$ cat src/rtl/wss_pkg.sv
// Shared types, constants and fixed-point helpers of the waveshaping saturator.
`default_nettype none

package wss_pkg;

   typedef enum logic [1:0] {
      CURVE_TANH  = 2'd0,
      CURVE_ASYM  = 2'd1,
      CURVE_CUBIC = 2'd2,
      CURVE_FOLD  = 2'd3
   } curve_type;

   localparam logic CSR_CURVE_SELECT = 1'b0;
   localparam logic CSR_BIAS_AMOUNT  = 1'b1;

   localparam int BIAS_WIDTH   = 11;
   localparam int BIAS_MAX     = 1024;
   localparam int BIAS_RESET   = 307;
   localparam int BIAS_SCALE   = 96;

   localparam int ONE_Q16      = 65536;
   localparam int ONE_Q22      = 4194304;
   localparam int Q22_HALF     = 2097152;

   localparam int ROM_WIDTH    = 23;
   localparam int TPOS_SHIFT   = 19;
   localparam int TPOS_HALF    = 262144;
   localparam int ARG_WIDTH    = 21;
   localparam int ARG_SAT      = 524288;

   localparam int RECIP5       = 13421773;
   localparam int RECIP5_SHIFT = 26;
   localparam int RECIP3       = 11184811;
   localparam int RECIP3_SHIFT = 25;

   localparam int PIPE_STAGES  = 8;

   typedef struct packed {
      logic [PIPE_STAGES-1:0] adv;
      logic [PIPE_STAGES-1:0] valid;
   } pipe_ctrl_type;

   // Q22 product of two magnitudes, rounded half up.
   function automatic logic [22:0] mul_q22(input logic [22:0] a, input logic [22:0] b);
      logic [45:0] p;
      p = 46'(a) * 46'(b) + 46'(Q22_HALF);
      return p[44:22];
   endfunction

endpackage

`default_nettype wire

$ cat src/rtl/wss_pipe_ctrl.sv
// Valid bits and per-stage advance enables of the saturator pipeline.
`default_nettype none

module wss_pipe_ctrl import wss_pkg::*; (
   input  wire            clock,
   input  wire            reset,
   input  wire            in_valid,
   input  wire            out_stall,
   output logic           in_stall,
   output pipe_ctrl_type  ctrl
);

   logic [PIPE_STAGES-1:0] valid_ff;
   logic [PIPE_STAGES-1:0] valid_in;
   logic [PIPE_STAGES-1:0] adv;

   // A stage advances when it is empty or the stage after it advances.
   always_comb begin
      adv[PIPE_STAGES-1] = !valid_ff[PIPE_STAGES-1] || !out_stall;
      for (int i = PIPE_STAGES - 2; i >= 0; i--) begin
         adv[i] = !valid_ff[i] || adv[i+1];
      end
      valid_in = valid_ff;
      if (adv[0]) begin
         valid_in[0] = in_valid;
      end
      for (int i = 1; i < PIPE_STAGES; i++) begin
         if (adv[i]) begin
            valid_in[i] = valid_ff[i-1];
         end
      end
   end

   always_ff @(posedge clock) begin
      if (reset) begin
         valid_ff <= '0;
      end else begin
         valid_ff <= valid_in;
      end
   end

   assign in_stall   = !adv[0];
   assign ctrl.adv   = adv;
   assign ctrl.valid = valid_ff;

endmodule

`default_nettype wire

$ cat config.mk
export PLATFORM = sky130hd
export DESIGN_NAME = wss_pipe_ctrl
export DESIGN_NICKNAME = d
export VERILOG_FILES = /design/src/rtl/wss_pkg.sv /design/src/rtl/wss_pipe_ctrl.sv
export SDC_FILE = /design/constraint.sdc
export NUM_CORES = 1
export LEC_CHECK = 0
export ABC_AREA = 1
export BUFFER_PORTS_ARGS = -buffer_cell sky130_fd_sc_hd__buf_2
export CAP_MARGIN = 20
export CORE_AREA = 2 2 39 41
export CTS_CLUSTER_SIZE = 12
export DETAILED_ROUTE_END_ITERATION = 10
export DIE_AREA = 0 0 41 43
export GPL_TIMING_DRIVEN = 0
export PLACE_DENSITY_LB_ADDON = 0.05
export SLEW_MARGIN = 20
export SYNTH_ARGS = -nofsm -noshare
export SYNTH_HDL_FRONTEND = slang
export SYNTH_SLANG_ARGS = --single-unit
$ cat constraint.sdc
create_clock -name clock -period 1.2 [get_ports clock]
set_input_delay 0.12 -clock clock [delete_from_list [all_inputs] [get_ports clock]]
set_output_delay 0.12 -clock clock [all_outputs]
set_load 0.005 [all_outputs]
Yosys cells after proc, flatten, opt, wreduce, memory -nomap -nowiden
Index checks and enable logic that the tools add are counted.
- register bits after elaboration: 8
- output and inout port bits: 17
- logic and storage cells: 26
- reduce and logical (&&, ||, !) cells: 18
- operators with widths (kind ; count):
    $logic_not A1 Y1 ; 10
    $logic_or A1 B1 Y1 ; 8

Depth between registers and ports, before layout
Gate-level depths: netlist of run 1.
- depth after elaboration: 10
- mapped depth: 6

Worst setup path after synthesis of run 1
OpenSTA, ideal clock, no wires.
- path kind: register -> output
- from: register valid_ff[7]
- to: output in_stall
- arrival time: 0.949 ns
- required time: 1.080 ns
- setup slack: 0.131 ns
- cell stages (with the launch flop): 7
- path buffers: 0
- cells stage by stage: dfxtp_1 -> nand2_2 -> nor2_4 -> nand4_4 -> nor2_4 -> nand3_2 -> inv_1
- RTL lines (element ; RTL line ; source):
    from (decl) ; wss_pipe_ctrl.sv:13 ; logic [PIPE_STAGES-1:0] valid_ff;
    from (signal assigned) ; wss_pipe_ctrl.sv:38 ; valid_ff <= valid_in;
    to (decl) ; wss_pipe_ctrl.sv:9 ; output logic in_stall,

==> results of run 1 <==
## timing repair
item	CTS	global route
endpoints found under the setup margin	7	9
gates resized for setup	6	5
setup buffers	5	2
hold buffers	0	0
pin swaps	3	3
endpoints found under the hold margin	0	0
## cells in the final DEF, fill, tap and decap left out, drive strengths merged
cell type	instances
a21oi	7
buf	26
clkbuf	4
dfxtp	8
inv	11
nand2	3
nand3	1
nand4	1
nor2	5
## routing by layer
| metal | GRT usage | vias to the layer above | share of wire |
|---|---|---|---|
| met4 | 0.0800 | 0 | 0 |
| met5 | 0 | - | 0 |
| met2 | 0.131 | 16 | 0.49 |
| met1 | 0.111 | 134 | 0.40 |
| met3 | 0.0314 | 0 | 0.11 |
| li1 | - | 169 | - |
## power breakdown
group / total [mW] / switching (mW) / internal (mW) / leakage [nW]
clock: 0.206 / 0.0918 / 0.115 / 0.0138
sequential: 0.276 / 0.00476 / 0.271 / 0.0661
combinational: 0.0222 / 0.0126 / 0.00963 / 0.182
total: 0.504 / 0.109 / 0.395 / 0.261
## path summary, 6_finish.rpt
path	start	to	slack [ns]	cells past startpoint
hold / removal	in_valid	valid_ff[0]	0.11	3
hold reg to reg	valid_ff[0]	valid_ff[1]	0.48	2
setup / recovery	valid_ff[7]	ctrl[11]	-0.17	6
setup reg to reg	valid_ff[7]	valid_ff[3]	0.02	7
## per-stage QoR
step / hold WS (ns) / setup TNS [ns] / worst slack, ns
2_1_floorplan: 0.264 / 0 / 0.131
3_3_place_gp: 0.370 / 0 / 0.0403
3_5_place_dp: 0.372 / 0 / 0.0473
4_1_cts: 0.0982 / -1.13 / -0.235
5_1_grt: 0.108 / -1.51 / -0.259
6_report: 0.105 / -0.740 / -0.165
## final cells by class
cell class                      count  area, µm²
Sequential cell                     8        163
Multi-Input combinational cell     17        134
Fill cell                         160        832
Inverter                           11       41.3
Clock buffer                        3       22.5
Buffer                              1       3.75
Timing Repair Buffer               26        168
Tap cell                           16       20.0
## kinds of logic (layout without fill, tap and decap cells)
| family | count (synthesis) | count (layout) | share of synthesized area |
|---|---|---|---|
| buffers and inverters | 12 | 41 | 0.140 |
| AND/OR/NAND/NOR | 10 | 10 | 0.244 |
| flip-flops | 8 | 8 | 0.496 |
| AO/OA/AOI/OAI | 7 | 7 | 0.120 |
## worst register-to-register path, delay by kind of cell (launching register included)
kind            cells  cell delay (ns)
buf+inv             3             0.39
simple gates        3             0.29
compound gates      1             0.10
flops               1             0.34
==> out/metrics.cfg, run 1 <==
[power_and_ir_drop]
cellLeakagePower_nw=0.261
powerDensity_mw_per_mm2=914
ir_worst_vdd_v=0.000398
power_mw=0.504

[run_status]
violations=setup timing
status=complete, but fails checks

[detailed_routing]
ant_nets=0
vias=319
drc_errors=0
vias_per_cell=3.89
first_pass_iters=1
wl_per_cell_um=8.80
drt_wl_total_um=722
first_iter_violations=0

[logic_synthesis]
post-synth-top-count-cell=inv_1
ys_ff_latch=8
yosys.area.top_type=dfxtp_1
yosysWarnings=0
synth_area_leaders=dfxtp_1 50%, inv_1 12%, a21oi_1 9.3%
syn_avg_cell_area_um2=8.72
synth_edf_count=0
syn-cell-area_um2=323
seq_area_frac_synth=0.496
syn_inst=37
synthTopCellsByCount=10 x inv_1, 8 x dfxtp_1, 6 x a21oi_1, 3 x nor2_1
synth_cell_types=12
synth_nets=41
async_flop_share=0
yosysTopAreaCellShare=0.496
synth_flop_cell=dfxtp_1

[hold_path]
hold_path.class=primary input to register

[layout]
nets=72
areaGrowthSynthToFinish_pct=70.9
largest_register=valid_ff
n_antenna_cell=0
finalInstanceArea_um2=552
drive_above_1_share=0.621
layoutNonFillerInstCount=82
final_util=0.399
top_regs=valid_ff x8
largest_reg_flops=8

[setup_path]
cp_data_arrival_time_ns=1.25
crit_type=register to primary output
crit_chain=nand2_4 > nor2_4 > nand4_4 > buf_4 > buf_6 > buf_6
cp.required_ns=1.08
worstSetupStartpointType=register
critical_path.slowest_cell=dfxtp_2
cpPeakStageDelay_ns=0.34
cp_common_cell=buf_6
critPathTopFamily=buffers and inverters
crit_buf_inv=3
crit_fanout=2
end_kind=primary output

[clock_network]
clkTransAtPathRegs_ns=0.06
tritoncts=yes
htree_num_levels=1
numCtsBuffers=3
cts_sinks=8
worst_skew_pair.late_latency_ns=0.25
cts_buffer_depth=2
cts.root.buffer_cell=clkbuf_4

[place]
detailed_place_hpwl_um=509
gp_congestion=0.547
placedCellCount=72
dpl-instance-area_um2=438
port_buffers=19

[floorplanning]
die_y_um=43
ios=21
rows=14
chipWidth_um=41
core-area_mm2=0.00138
die_area_mm2=0.00176
initial_core_util=0.233

[sta]
slew-limit-headroom=0.727
min_period_over_period=1.14
fin_skew_ns=0.00299
hold_viol=0
final-max-slew-violation-count=0
rsz0062_at_grt=yes
fmax_mhz=732
worst_slack_ns=-0.165
fin_crit_ns=1.37
final-setup-viol-count=7
worstMarginPinSlew_ns=0.409

[global_routing]
grt_pass1_wl_um=1080
antenna_found_initial=0
grt.overflow.total=0
grt_pass1_vias=285
track_usage=0.0949
grt_start_max_net_pins=9

[job]
maxCapViolCount=0

Note: power is estimated with default switching activity, not from simulation.
==> run 2: changes to the inputs <==
--- a/config.mk
+++ b/config.mk
@@ -12,8 +12,9 @@
 export CTS_CLUSTER_SIZE = 12
 export DETAILED_ROUTE_END_ITERATION = 10
 export DIE_AREA = 0 0 41 43
+export GPL_ROUTABILITY_DRIVEN = 0
 export GPL_TIMING_DRIVEN = 0
-export PLACE_DENSITY_LB_ADDON = 0.05
+export PLACE_DENSITY = 0.5
 export SLEW_MARGIN = 20
 export SYNTH_ARGS = -nofsm -noshare
 export SYNTH_HDL_FRONTEND = slang
==> run 2 against run 1 <==
The run still ends with setup timing left; largest power group unchanged; cell count down 2.4%; largest cell class is now sequential cells; critical path depth is the same; final area fell by 6.3%; routed wire length up 5.0%; power about the same; count of clock-buffer cells in the layout unchanged; via count increased by 2.5%; clock power about the same; first-iteration DRC count unchanged; worst hold slack gained 0.0078 ns; sequential cell count did not move; die area stayed put.
==> out/metrics.cfg, run 2 (synthesis results as in run 1) <==
[detailed_routing]
wl_per_cell_um=9.48
first_pass_iters=1
drt_wl_total_um=758
drc_errors=0
ant_nets=0
vias=327
first_iter_violations=0
vias_per_cell=4.09

[layout]
layout_commonest_cell=buf_2
ff_latch_area_um2=163
n_antenna_cell=0
drive_above_1_share=0.609
final_cell_mix=19 x buf_2, 8 x inv_1, 6 x a21oi_1, 6 x dfxtp_1, 4 x buf_4
nets=70
largest_register=valid_ff
areaGrowthSynthToFinish_pct=60.1
finalInstanceArea_um2=517
fillerInstances=157
multi_input_area_um2=130
largest_reg_flops=8
top_regs=valid_ff x8

[job]
maxCapViolCount=0

[hold_path]
hold_start=in_valid
hold_path.class=primary input to register
whs_path_depth=3
whs_endpoint=valid_ff[0]

[sta]
final-max-slew-violation-count=0
fin_setup_tns_ns=-0.939
worstMarginPinSlew_ns=0.394
slew-limit-headroom=0.737
worst_slack_ns=-0.158
min_period_over_period=1.13
final-setup-viol-count=8
fin_crit_ns=1.36
fmax_mhz=737
rsz0062_at_grt=yes
hold_viol=0
fin_skew_ns=0.00133

[power_and_ir_drop]
cellLeakagePower_nw=0.241
ir_worst_vdd_v=0.000358
powerDensity_mw_per_mm2=976

[setup_path]
end_kind=primary output
critical_path.slowest_cell=dfxtp_2
crit_fanout=3
cp_data_arrival_time_ns=1.24
crit_buf_inv=3
crit_start=valid_ff[7]
critPathTopFamily=buffers and inverters
cp.required_ns=1.08
crit_type=register to primary output
timing.reg2reg.setup_slack_ns=0.07
reg2reg_from=valid_ff[7]
worstSetupStartpointType=register
crit_chain=nand2_4 > nor2_4 > nand4_4 > buf_4 > buf_6 > buf_2
timing.reg2reg.worst_path_depth=7
r2r_end=valid_ff[0]
cpPeakStageDelay_ns=0.34

[floorplanning]
initial_core_util=0.233
die_area_mm2=0.00176
rows=14
die_y_um=43
chipWidth_um=41
core-area_mm2=0.00138
ios=21

[global_routing]
grt_start_max_net_pins=9
grt_pass1_wl_um=1100
grt_pass1_vias=263
grt.overflow.total=0
antenna_found_initial=0
track_usage=0.102

[place]
dpl-instance-area_um2=438
detailed_place_hpwl_um=518
port_buffers=19

[clock_network]
cts_buffer_depth=2
clkTransAtPathRegs_ns=0.05
worst_skew_pair.late_latency_ns=0.25
htree_num_levels=1
tritoncts=yes
numCtsBuffers=3
cts_sinks=8
cts.root.buffer_cell=clkbuf_4

[run_status]
violations=setup timing
status=complete, but fails checks

[run 2: cell count changes in the layout (fill, tap and decap cells not counted)]
cell     change
buf_4        -1
a21oi_2      -1
buf_6        -3
inv_2        +1
a21oi_1      +1
buf_2        +2
inv_1        -1
[run 2: power by group]
| group | switching, mW | internal [mW] | leakage [nW] |
|---|---|---|---|
| clock network | 0.0919 | 0.114 | 0.0138 |
| registers | 0.00489 | 0.271 | 0.0661 |
| logic | 0.0125 | 0.00941 | 0.162 |
| total | 0.109 | 0.395 | 0.241 |
[run 2: repair_timing]
action                                  4_1_cts  5_1_grt
pin swaps                                     2        2
gates resized for setup                       4        4
setup buffers                                 4        1
hold buffers                                  0        0
endpoints found under the setup margin        6        9
[run 2: how the worst max path moves through the flow]
stage,to,slack (ns),depth (start not counted)
final,ctrl[11],-0.16,6
after global routing,in_stall,-0.25,7
after CTS,in_stall,-0.20,7
after detailed placement,in_stall,0.06,7
after global placement,in_stall,0.08,7
after floorplan,in_stall,0.13,6
[run 2: through the flow]
| step | hold slack, ns | cells | util | power [mW] | worst slack (ns) |
|---|---|---|---|---|---|
| 6_report | 0.113 | 80 | 0.373 | 0.504 | -0.158 |
| 5_1_grt | 0.121 | 80 | 0.373 | 0.533 | -0.250 |
| 4_1_cts | 0.102 | 79 | 0.364 | 0.521 | -0.202 |
| 3_5_place_dp | 0.378 | 72 | 0.316 | 0.303 | 0.0585 |
| 3_3_place_gp | 0.368 | 72 | 0.316 | 0.303 | 0.0759 |
| 2_1_floorplan | 0.264 | 37 | - | 0.292 | 0.131 |
[run 2: area by class of cell]
cell class              instances  share of cell area
clock buffers                   3              0.0436
inverters                      11              0.0799
well taps                      16              0.0387
flip-flops and latches          8               0.315
multi-input cells              17               0.252
plain buffers                   1             0.00726
repair buffers                 24               0.264
[run 2: worst register-to-register path: stages, from the launching register on]
cell and delay, ns:
dfxtp_2 0.34, nand2_4 0.06, nor2_4 0.11, nand4_4 0.10
nor2_4 0.13, nand3_2 0.09, buf_4 0.15, a21oi_2 0.09
[run 2: per-layer routing]
layer  track usage  vias to the layer above  wire (µm)
li1              -                      167          -
met3        0.0314                        4         44
met4         0.120                        0         32
met2         0.141                       11        413
met5             0                        -          0
met1         0.103                      145        267
